**src/sprq_ram.sv**
```systemverilog
// Generic single-write, single-read RAM with a registered read port.
// No dependencies.
`default_nettype none

module sprq_ram #(
  parameter int WIDTH = 8,
  parameter int DEPTH = 64
) (
  input  logic                     clk,
  input  logic                     we,
  input  logic [$clog2(DEPTH)-1:0] waddr,
  input  logic [WIDTH-1:0]         wdata,
  input  logic                     re,
  input  logic [$clog2(DEPTH)-1:0] raddr,
  output logic [WIDTH-1:0]         rdata
);

  logic [WIDTH-1:0] mem [DEPTH];

  always_ff @(posedge clk) begin
    if (we) begin
      mem[waddr] <= wdata;
    end
    if (re) begin
      rdata <= mem[raddr];
    end
  end

endmodule

`default_nettype wire

```
**config.mk**
```make
export PLATFORM = sky130hd
export DESIGN_NAME = sprq_ram
export DESIGN_NICKNAME = d
export VERILOG_FILES = /design/src/sprq_ram.sv
export SDC_FILE = /design/constraint.sdc
export NUM_CORES = 1
export LEC_CHECK = 0
export BUFFER_PORTS_ARGS = -buffer_cell sky130_fd_sc_hd__buf_4
export CAP_MARGIN = 20
export CORE_UTILIZATION = 50
export DETAILED_ROUTE_END_ITERATION = 8
export HOLD_SLACK_MARGIN = 0.06
export PLACE_DENSITY = 0.66
export SYNTH_ARGS = -nofsm -noshare
export SYNTH_HDL_FRONTEND = slang
export SYNTH_SLANG_ARGS = --single-unit
```
**constraint.sdc**
```tcl
create_clock -name clk -period 3.7 [get_ports clk]
set_clock_uncertainty 0.1 [all_clocks]
set_input_delay 0.74 -clock clk [delete_from_list [all_inputs] [get_ports clk]]
set_output_delay 0.74 -clock clk [all_outputs]
set_load 0.02 [all_outputs]
```
==> flow_summary.json <==
{
  "status": "completed",
  "ys_warn_count": 0,
  "p_sw_share_pct": 20.6,
  "ctsHoldBuffers": 0,
  "critPathTopFamily": "multiplexers",
  "synth_edf_count": 520,
  "clk_pin_slew_ns": 0.06,
  "tns_ns": 0,
  "placed_cell_area_um2": 21500,
  "leakage_nw": 7.33,
  "synth_cells": 940,
  "finalWirelength_um": 44700,
  "hold_viol": 0,
  "startpoint": "raddr[0]",
  "grt_pass1_vias": 10072,
  "synth.net_count": 963,
  "overflow": 0,
  "clk_latency_ns": 0.57,
  "crit_buf_inv": 2,
  "core_area_um2": 39800,
  "critPathMaxStageDelay_ns": 0.57,
  "netlist_area_um2": 20200,
  "yosys.cell_types.count": 39,
  "cp.required_ns": 3.89,
  "grt_pass1_wl_um": 66800,
  "endpoint_kind": "register",
  "grt_usage_pct": 22.5,
  "p_comb_share_pct": 5.1,
  "cp_common_cell": "mux4_2",
  "layout-drive-gt1-share_pct": 29.0,
  "rows": 73,
  "tightest_slew_ns": 0.858,
  "fp.dieH_um": 203,
  "clock-sinks": 520,
  "setup_violations": 0,
  "area_delta_synth_final_pct": 14.0,
  "worst_setup_path_start_kind": "input pin",
  "arrival_ns": 2.72,
  "drt-initial-drc-count": 909,
  "grt_max_degree": 65,
  "drt_pass1_iterations": 5,
  "die_area_um2": 41300,
  "crit_fanout": 21,
  "slew_viol_final": 0,
  "p_per_area_nw_per_um2": 524,
  "cap_viol_max_count": 0,
  "clockRootBuffer": "clkbuf_16",
  "initial_core_util_pct": 50.8,
  "synth_seq_cells": 520,
  "crit_chain": "clkbuf_8 -> buf_12 -> mux4_2 -> mux4_2 -> o21ai_1 -> o41ai_1",
  "final_cell_count_no_fill": 1618,
  "cts_buffers": 52,
  "max-slew-margin-rel_pct": 42.6,
  "holdCritPathClass": "in2reg",
  "ios": 31,
  "routed-via-count": 9777,
  "reg2reg_depth": 5,
  "die_x_um": 203,
  "cts_tree": "yes",
  "cts_buffer_depth": 3,
  "htreeDepth": 2,
  "port_buffers": 30,
  "critical_path_class": "in2reg",
  "ys_seq_area_share_pct": 77.1,
  "fin_nets": 1077,
  "dp_hpwl_um": 26900,
  "rsz0062_at_grt": "no",
  "drt-vias-per-instance": 6.04,
  "place.gp.congestion": 0.823,
  "fin_crit_ns": 2.53,
  "reg2reg_slack_ns": 1.54,
  "total_power_w": 0.0121,
  "hold_depth": 1,
  "r2r_end": "rdata[2]",
  "holdPathEnd": "rdata[7]",
  "p_switching_w": 0.00249,
  "clkPwrFrac_pct": 40.6,
  "fmax_mhz": 395,
  "num_antenna_cells": 0,
  "antenna_found_initial": 0,
  "wl_per_cell_um": 27.6,
  "ctsResizeCount": 0,
  "p_int_w": 0.00959,
  "fin_crit_sh_pct": 68.4,
  "holdWs_ns": 0.406,
  "crit-reg2reg-launch": "mem[15][2]",
  "n_fill_cell": 2934,
  "antenna_left": 0,
  "ys_async_sr_fraction_pct": 0,
  "place_inst": 1525,
  "fin_area_um2": 23100,
  "hold_path_startpoint": "re",
  "drc_errors": 0,
  "seq_power_share_pct": 54.3,
  "post-cts-setup-buffer-count": 0,
  "postSynthAreaPerCell_um2": 21.5,
  "cp_slowest_cell": "mux4_2",
  "synth-main-ff-cell": "edfxtp_1",
  "ir_drop_uv": 321
}
==> cells in the mapped netlist (2+ instances only) <==
cell	instances	area [µm²]
clkbuf_1	17	63.8
o21a_1	2	15.0
a211oi_1	4	30.0
buf_4	13	97.6
nand3_1	13	65.1
a2111oi_0	2	17.5
buf_12	2	40.0
o41ai_1	2	17.5
o2bb2ai_1	3	26.3
mux2i_1	23	230
edfxtp_1	520	15600
a22oi_1	3	22.5
buf_1	4	15.0
nand3b_1	3	22.5
mux2_2	13	146
nand2_1	19	71.3
o21ai_1	2	10.0
o221a_2	2	22.5
nor3_1	7	35.0
o21ai_0	2	10.0
nand4_1	2	12.5
a221oi_1	6	52.6
o22ai_1	8	50.1
nor4_1	2	12.5
nand2b_1	7	43.8
o2111ai_1	3	26.3
nor2_1	83	312
mux4_2	126	2840
o221ai_1	8	70.1
o32ai_1	2	17.5
buf_2	11	55.1
a21oi_1	3	15.0
nor2b_1	14	87.6
buf_6	4	45.0
==> stage by stage <==
step | setup WS (ns) | utilization (%)
2_1_floorplan | 1.05 | -
3_3_place_gp | 0.588 | 54.0
3_5_place_dp | 0.570 | 54.0
4_1_cts | 1.17 | 57.9
5_1_grt | 1.01 | 57.9
6_report | 1.17 | 57.9
==> sequential cells by signal, indices dropped and copies added, names as in the netlist <==
signal and flops:
rdata 8, mem 512
==> cell usage in the layout (no fill, tap or decap), types with 4 or more instances in the layout <==
cell type,n
edfxtp_1,520
clkbuf_1,11
o22ai_1,8
mux4_2,126
nor2b_1,14
nand2_1,19
mux2i_1,23
a221oi_1,6
nand2b_1,7
clkinv_1,17
o221ai_1,8
clkinv_2,7
buf_4,104
mux2_2,13
buf_12,6
nor2_1,83
nand3_1,13
nor3_1,7
clkbuf_16,53
a211oi_1,4
==> final cells by class <==
cell class	count	area, µm²	share of cell area [%]
flip-flops and latches	520	15600	67.7
multi-input cells	369	4320	18.7
clock buffers	64	1370	5.93
repair buffers	111	915	3.96
well taps	525	657	2.85
clock inverters	29	206	0.895
==> worst max path at each step <==
stage / to / slack (ns) / cells after the start
floorplan: rdata[3] / 1.05 / 7
global route: rdata[3] / 1.01 / 7
detailed placement: rdata[2] / 0.57 / 7
global placement: rdata[2] / 0.59 / 7
finish: rdata[3] / 1.17 / 6
CTS: rdata[2] / 1.17 / 7
==> routing by layer <==
layer | routed length (µm) | track usage (%) | up-vias
met4 | 1220 | 6.79 | 0
li1 | - | - | 4151
met3 | 3170 | 4.11 | 78
met5 | 0 | 0 | -
met1 | 19200 | 33.1 | 5152
met2 | 21100 | 34.7 | 396
==> logic make-up (layout without fill, tap and decap cells) <==
kind of cell           Yosys count  count (layout)  synth area share [%]
AND/OR/NAND/NOR                153             153                  3.37
multiplexers                   162             162                  15.9
flip-flops                     520             520                  77.1
buffers and inverters           51             204                  1.56
AO/OA/AOI/OAI                   54              54                  2.06
==> power by group through the flow <==
stage | Sequential (W) | Clock, W | Combinational, W
finish | 0.00655 | 0.00491 | 0.000622
global route | 0.00655 | 0.00519 | 0.000662
CTS | 0.00655 | 0.00498 | 0.000626
detailed placement | 0.00668 | 0 | 0.000624
global placement | 0.00668 | 0 | 0.000615
floorplan | 0.00668 | 0 | 0.000348
No activity file was read; power rests on OpenSTA's default activity.
