<file path="config.mk">
export PLATFORM = sky130hd
export DESIGN_NAME = sprq_link_store
export DESIGN_NICKNAME = d
export VERILOG_FILES = /design/src/sprq_pkg.sv /design/src/sprq_ram.sv /design/src/sprq_link_store.sv
export SDC_FILE = /design/constraint.sdc
export NUM_CORES = 1
export LEC_CHECK = 0
export ABC_AREA = 0
export BUFFER_PORTS_ARGS = -buffer_cell sky130_fd_sc_hd__buf_2
export CAP_MARGIN = 20
export CORE_UTILIZATION = 45
export CTS_CLUSTER_SIZE = 25
export DETAILED_ROUTE_END_ITERATION = 10
export GPL_TIMING_DRIVEN = 0
export PLACE_DENSITY = 0.61
export REMOVE_ABC_BUFFERS = 1
export SLEW_MARGIN = 0
export SYNTH_ARGS = -nofsm -noshare
export SYNTH_HDL_FRONTEND = slang
export SYNTH_SLANG_ARGS = --single-unit
</file>
<file path="constraint.sdc">
create_clock -name clk -period 4.18 [get_ports clk]
set_input_delay 0.418 -clock clk [delete_from_list [all_inputs] [get_ports clk]]
set_output_delay 0.418 -clock clk [all_outputs]
set_load 0.1 [all_outputs]
</file>
<file path="src/sprq_pkg.sv">
// Shared types, constants and helpers for the stable priority request queue.
// No dependencies; every other file of the block but sprq_ram imports this package.
`default_nettype none

package sprq_pkg;

  localparam int QUEUE_DEPTH = 64;
  localparam int SLOT_W      = $clog2(QUEUE_DEPTH);
  localparam int OCC_W       = $clog2(QUEUE_DEPTH + 1);
  localparam int PRIO_W      = 8;
  localparam int WORD_W      = 64;
  localparam int CLIENT_W    = 16;

  typedef logic [SLOT_W-1:0] slot_t;
  typedef logic [OCC_W-1:0]  occ_t;
  typedef logic [PRIO_W-1:0] prio_t;

  typedef enum logic [1:0] {
    ST_ENQUEUED  = 2'd0,
    ST_FULL      = 2'd1,
    ST_DELIVERED = 2'd2,
    ST_EMPTY     = 2'd3
  } status_t;

  typedef enum logic {
    KIND_ENQ = 1'b0,
    KIND_DEQ = 1'b1
  } kind_t;

  // Everything an entry carries besides its priority.
  typedef struct packed {
    logic [WORD_W-1:0]   range_start;
    logic [WORD_W-1:0]   range_end;
    logic [WORD_W-1:0]   digest_0;
    logic [WORD_W-1:0]   digest_1;
    logic [WORD_W-1:0]   digest_2;
    logic [WORD_W-1:0]   digest_3;
    logic [CLIENT_W-1:0] client;
  } payload_t;

  // Link store read request; claim marks a read that allocates the slot.
  typedef struct packed {
    logic  en;
    logic  claim;
    slot_t addr;
  } link_rd_t;

  typedef struct packed {
    logic  en;
    slot_t addr;
    slot_t data;
  } link_wr_t;

  // Successor of a slot on the free chain as it stands after reset.
  function automatic slot_t slot_succ(slot_t s);
    slot_t r;
    if (s == SLOT_W'(QUEUE_DEPTH - 1)) begin
      r = '0;
    end else begin
      r = s + 1'b1;
    end
    return r;
  endfunction

endpackage

`default_nettype wire

</file>
<file path="src/sprq_ram.sv">
// Generic single-write, single-read RAM with a registered read port.
// No dependencies.
`default_nettype none

module sprq_ram #(
  parameter int WIDTH = 8,
  parameter int DEPTH = 64
) (
  input  logic                     clk,
  input  logic                     we,
  input  logic [$clog2(DEPTH)-1:0] waddr,
  input  logic [WIDTH-1:0]         wdata,
  input  logic                     re,
  input  logic [$clog2(DEPTH)-1:0] raddr,
  output logic [WIDTH-1:0]         rdata
);

  logic [WIDTH-1:0] mem [DEPTH];

  always_ff @(posedge clk) begin
    if (we) begin
      mem[waddr] <= wdata;
    end
    if (re) begin
      rdata <= mem[raddr];
    end
  end

endmodule

`default_nettype wire

</file>
<file path="src/sprq_link_store.sv">
// Link store: slot link RAM plus a fill count that stands in for the reset
// free chain. Depends on sprq_pkg and sprq_ram.
`default_nettype none

module sprq_link_store (
  input  logic               clk,
  input  logic               rst_n,
  input  sprq_pkg::link_rd_t rd,
  input  sprq_pkg::link_wr_t wr,
  output sprq_pkg::slot_t    link_q
);
  import sprq_pkg::*;

  occ_t  fill_r, fill_nxt;
  logic  fresh_r;
  slot_t addr_r;
  slot_t ram_q;
  logic  rd_fresh;

  // A slot at or above the fill count was never allocated: its link is
  // still the one the reset chain gave it.
  assign rd_fresh = (OCC_W'(rd.addr) >= fill_r);

  always_comb begin
    fill_nxt = fill_r;
    if (rd.en && rd.claim && rd_fresh && (fill_r != OCC_W'(QUEUE_DEPTH))) begin
      fill_nxt = fill_r + 1'b1;
    end
  end

  always_ff @(posedge clk) begin
    if (!rst_n) begin
      fill_r <= '0;
    end else begin
      fill_r <= fill_nxt;
    end
  end

  always_ff @(posedge clk) begin
    if (rd.en) begin
      fresh_r <= rd_fresh;
      addr_r  <= rd.addr;
    end
  end

  sprq_ram #(
    .WIDTH (SLOT_W),
    .DEPTH (QUEUE_DEPTH)
  ) u_link_ram (
    .clk   (clk),
    .we    (wr.en),
    .waddr (wr.addr),
    .wdata (wr.data),
    .re    (rd.en),
    .raddr (rd.addr),
    .rdata (ram_q)
  );

  assign link_q = fresh_r ? slot_succ(addr_r) : ram_q;

endmodule

`default_nettype wire

</file>
==> summary.txt <==
status: finished clean
total core area: 34800 sq um
Clock transition at path regs: 0.06 ns
sequential element share of the synthesized area: 75.24%
Filler cells: 2755
worst-path fanout max: 61
Inserted Clock Buffers: 42
most area-hungry cell type in the Yosys netlist: edfxtp_1
TritonCTS clock tree: built
Vias/cell: 5.794
number of routed nets with antenna violations: 0
slowest stage cell, crit path: mux4_2
Crit Path Class: input port to flop
WP data required: 4.45 ns
Sinks on Clock Net: 404
layout net count: 894
CTS Hold Bufs: 0
max incr delay on CP: 0.62 ns
layout cells sized above 1: 21.39%
xor and xnor area share after synthesis: 0.2732%
I/O pins: 29
pwr dens: 468.8 nW/um^2
library cells used by synthesis: 45
main combinational cell family by area after synthesis: multiplexers
diode count: 0
Pre-Repair DR Iteration Count: 5
Tcrit/Tclk final: 61.34%
mean post-synth cell area: 19.65 sq um
1st-iter DRT viols: 758
final setup fails: 0
Synth area leaders: edfxtp_1 (74%), mux4_2 (13%), nor2_1 (1.8%)
Post-synth EDFFs: 397
CP Data Arrival Time: 2.83 ns
Worst setup SP type: input port
cts repair resizes: 0
most common library cells after synthesis: edfxtp_1 (397), mux4_2 (96), nor2_1 (76)
post-synth top area share: 74.37%
HP Class: input port to flop
Final Wtd Congestion: 0.7997
final slew viol count: 0
mux cell area share after synthesis: 14.24%
clock skew: 0.02354 ns
Mapped Cells: 816
Overflow after GRT: 0
first-pass GRT wire length: 49880 um
asr flop ratio synth: 0%
leakage: 0.005635 uW
die area: 36380 sq um
max_cap viols: 0
Post-CTS Setup Bufs: 0
vias in the first global route: 7891
Simple-Gate Fraction of Synth Area: 4.988%
pin count of the biggest net entering global routing: 65
Final Hold Viols: 0
most frequent cell after synthesis: edfxtp_1
dpl hpwl: 20270 um
VDD IR max: 0.3403 mV
yosys synthesis warning count: 0
flops & latches, synth: 404
H-tree depth: 2
Setup TNS: 0 ns
Power Total: 8441 uW
die width: 190.7 um
Starting Density: 46.07%
Vias: 7810
RSZ-0062 raised after global routing: no
Critical Path, Cell by Cell: buf_6 > buf_16 > mux4_2 > a22oi_1 > nand2_1 > o21ai_1 > o41ai_1
Clock Tree Root: clkbuf_16
Mapped Area: 16030 sq um
DR WL/cell: 24.71 um
Worst Setup End Kind: flop
adder-cell share of the synthesized area: 0.7025%
Port Buf Inserts: 28
Syn-to-layout area delta: 12.32%
DRC viols: 0
Fmax: 0.3900 GHz
die height: 190.7 um
Slew @ Worst Pin: 0.9161 ns
initial antenna violation count: 0
Slew Limit Headroom: 38.46%
worst skew pair latency: 0.54 ns
minimum clock period: 2.564 ns
Main synth FF type: edfxtp_1
row cnt: 68
complex-gate fraction of the synthesized area: 2.818%
Clock Path Buffers: 3
Routed Wire Length: 33300 um
total track usage: 18.86%
## cells by family (layout without fill, tap and decap cells)
family                     count (synthesis)  after routing
AOI/OAI and AO/OA                         63             63
xor gates and xnor gates                   5              5
adders and majority gates                  9              9
buffers and inverters                     50            127
DFF                                      404            404
muxes                                    108            108
and+or+nand+nor                          177            177
## worst paths after layout
kind                                              from                             to  slack [ns]  cells past startpoint
worst max-delay path                             rd[0]  u_link_ram.rdata[1]$_DFFE_PP_        1.62                      7
worst min-delay path                             rst_n         fill_r[6]$_SDFFE_PN0P_        0.24                      3
worst max register to register  fill_r[4]$_SDFFE_PN0P_         fill_r[5]$_SDFFE_PN0P_        2.02                      8
worst min register to register  fill_r[6]$_SDFFE_PN0P_         fill_r[6]$_SDFFE_PN0P_        0.48                      2
## power breakdown
| group | leakage [uW] | internal, uW | switching (uW) |
|---|---|---|---|
| clock | 0.000617 | 1950 | 1490 |
| combinational | 0.00138 | 169 | 328 |
| sequential | 0.00364 | 4490 | 13.8 |
## metrics by stage
step / worst slack [ns] / hold slack [ns] / util (%) / cells / area, sq um
final: 1.616 / 0.2376 / 51.74 / 1348 / 18010
after global routing: 1.458 / 0.2397 / 51.74 / 1348 / 18010
after CTS: 1.380 / 0.2234 / 51.38 / 1341 / 17880
after detailed placement: 0.8346 / 0.4682 / 47.75 / 1266 / 16620
after global placement: -1.291 / 0.4631 / 47.45 / 1262 / 16510
after floorplan: 1.393 / 0.4239 / - / 779 / 15800
## cell usage in the layout (no fill, tap or decap), types with 8 or more instances in the layout
cell / Yosys / layout
mux2i_1: 11 / 11
a22oi_1: 12 / 12
nand2_1: 38 / 38
clkbuf_1: 13 / 10
mux4_2: 96 / 96
nor2_1: 76 / 76
nand3_1: 19 / 19
edfxtp_1: 397 / 397
buf_2: 12 / 25
clkinv_1: 0 / 12
ha_1: 9 / 9
o22ai_1: 14 / 14
nor2b_1: 8 / 8
inv_1: 13 / 13
clkbuf_16: 0 / 43
nand2b_1: 8 / 8
## state kept, by name, summed over array words and instances, names as in the netlist
signal	flops
u_link_ram.mem	384
fresh_r	1
u_link_ram.rdata	6
fill_r	7
addr_r	6
## metal layers
layer | global-route usage (%) | part of all wire [%]
met1 | 27.35 | 44
met2 | 29.04 | 47
met3 | 3.662 | 6.8
met4 | 5.600 | 2.3
met5 | 0 | 0
## worst max-delay path: cells and delay by family
family                 cells  cell delay [ns]
AO/OA/AOI/OAI              3             0.77
buffers and inverters      2             0.83
multiplexers               1             0.62
AND/OR/NAND/NOR            1             0.09
## layout make-up
class	instances	area, sq um	share of cell area [%]
sequential	404	12060	66.99
multi-input combinational	362	3691	20.50
clock buffer	53	1114	6.184
tap	455	569.3	3.162
timing repair buffer	39	371.6	2.064
clock inverter	22	150.1	0.8339
inverter	13	48.80	0.2710
Power figures use the tool's default switching activity.
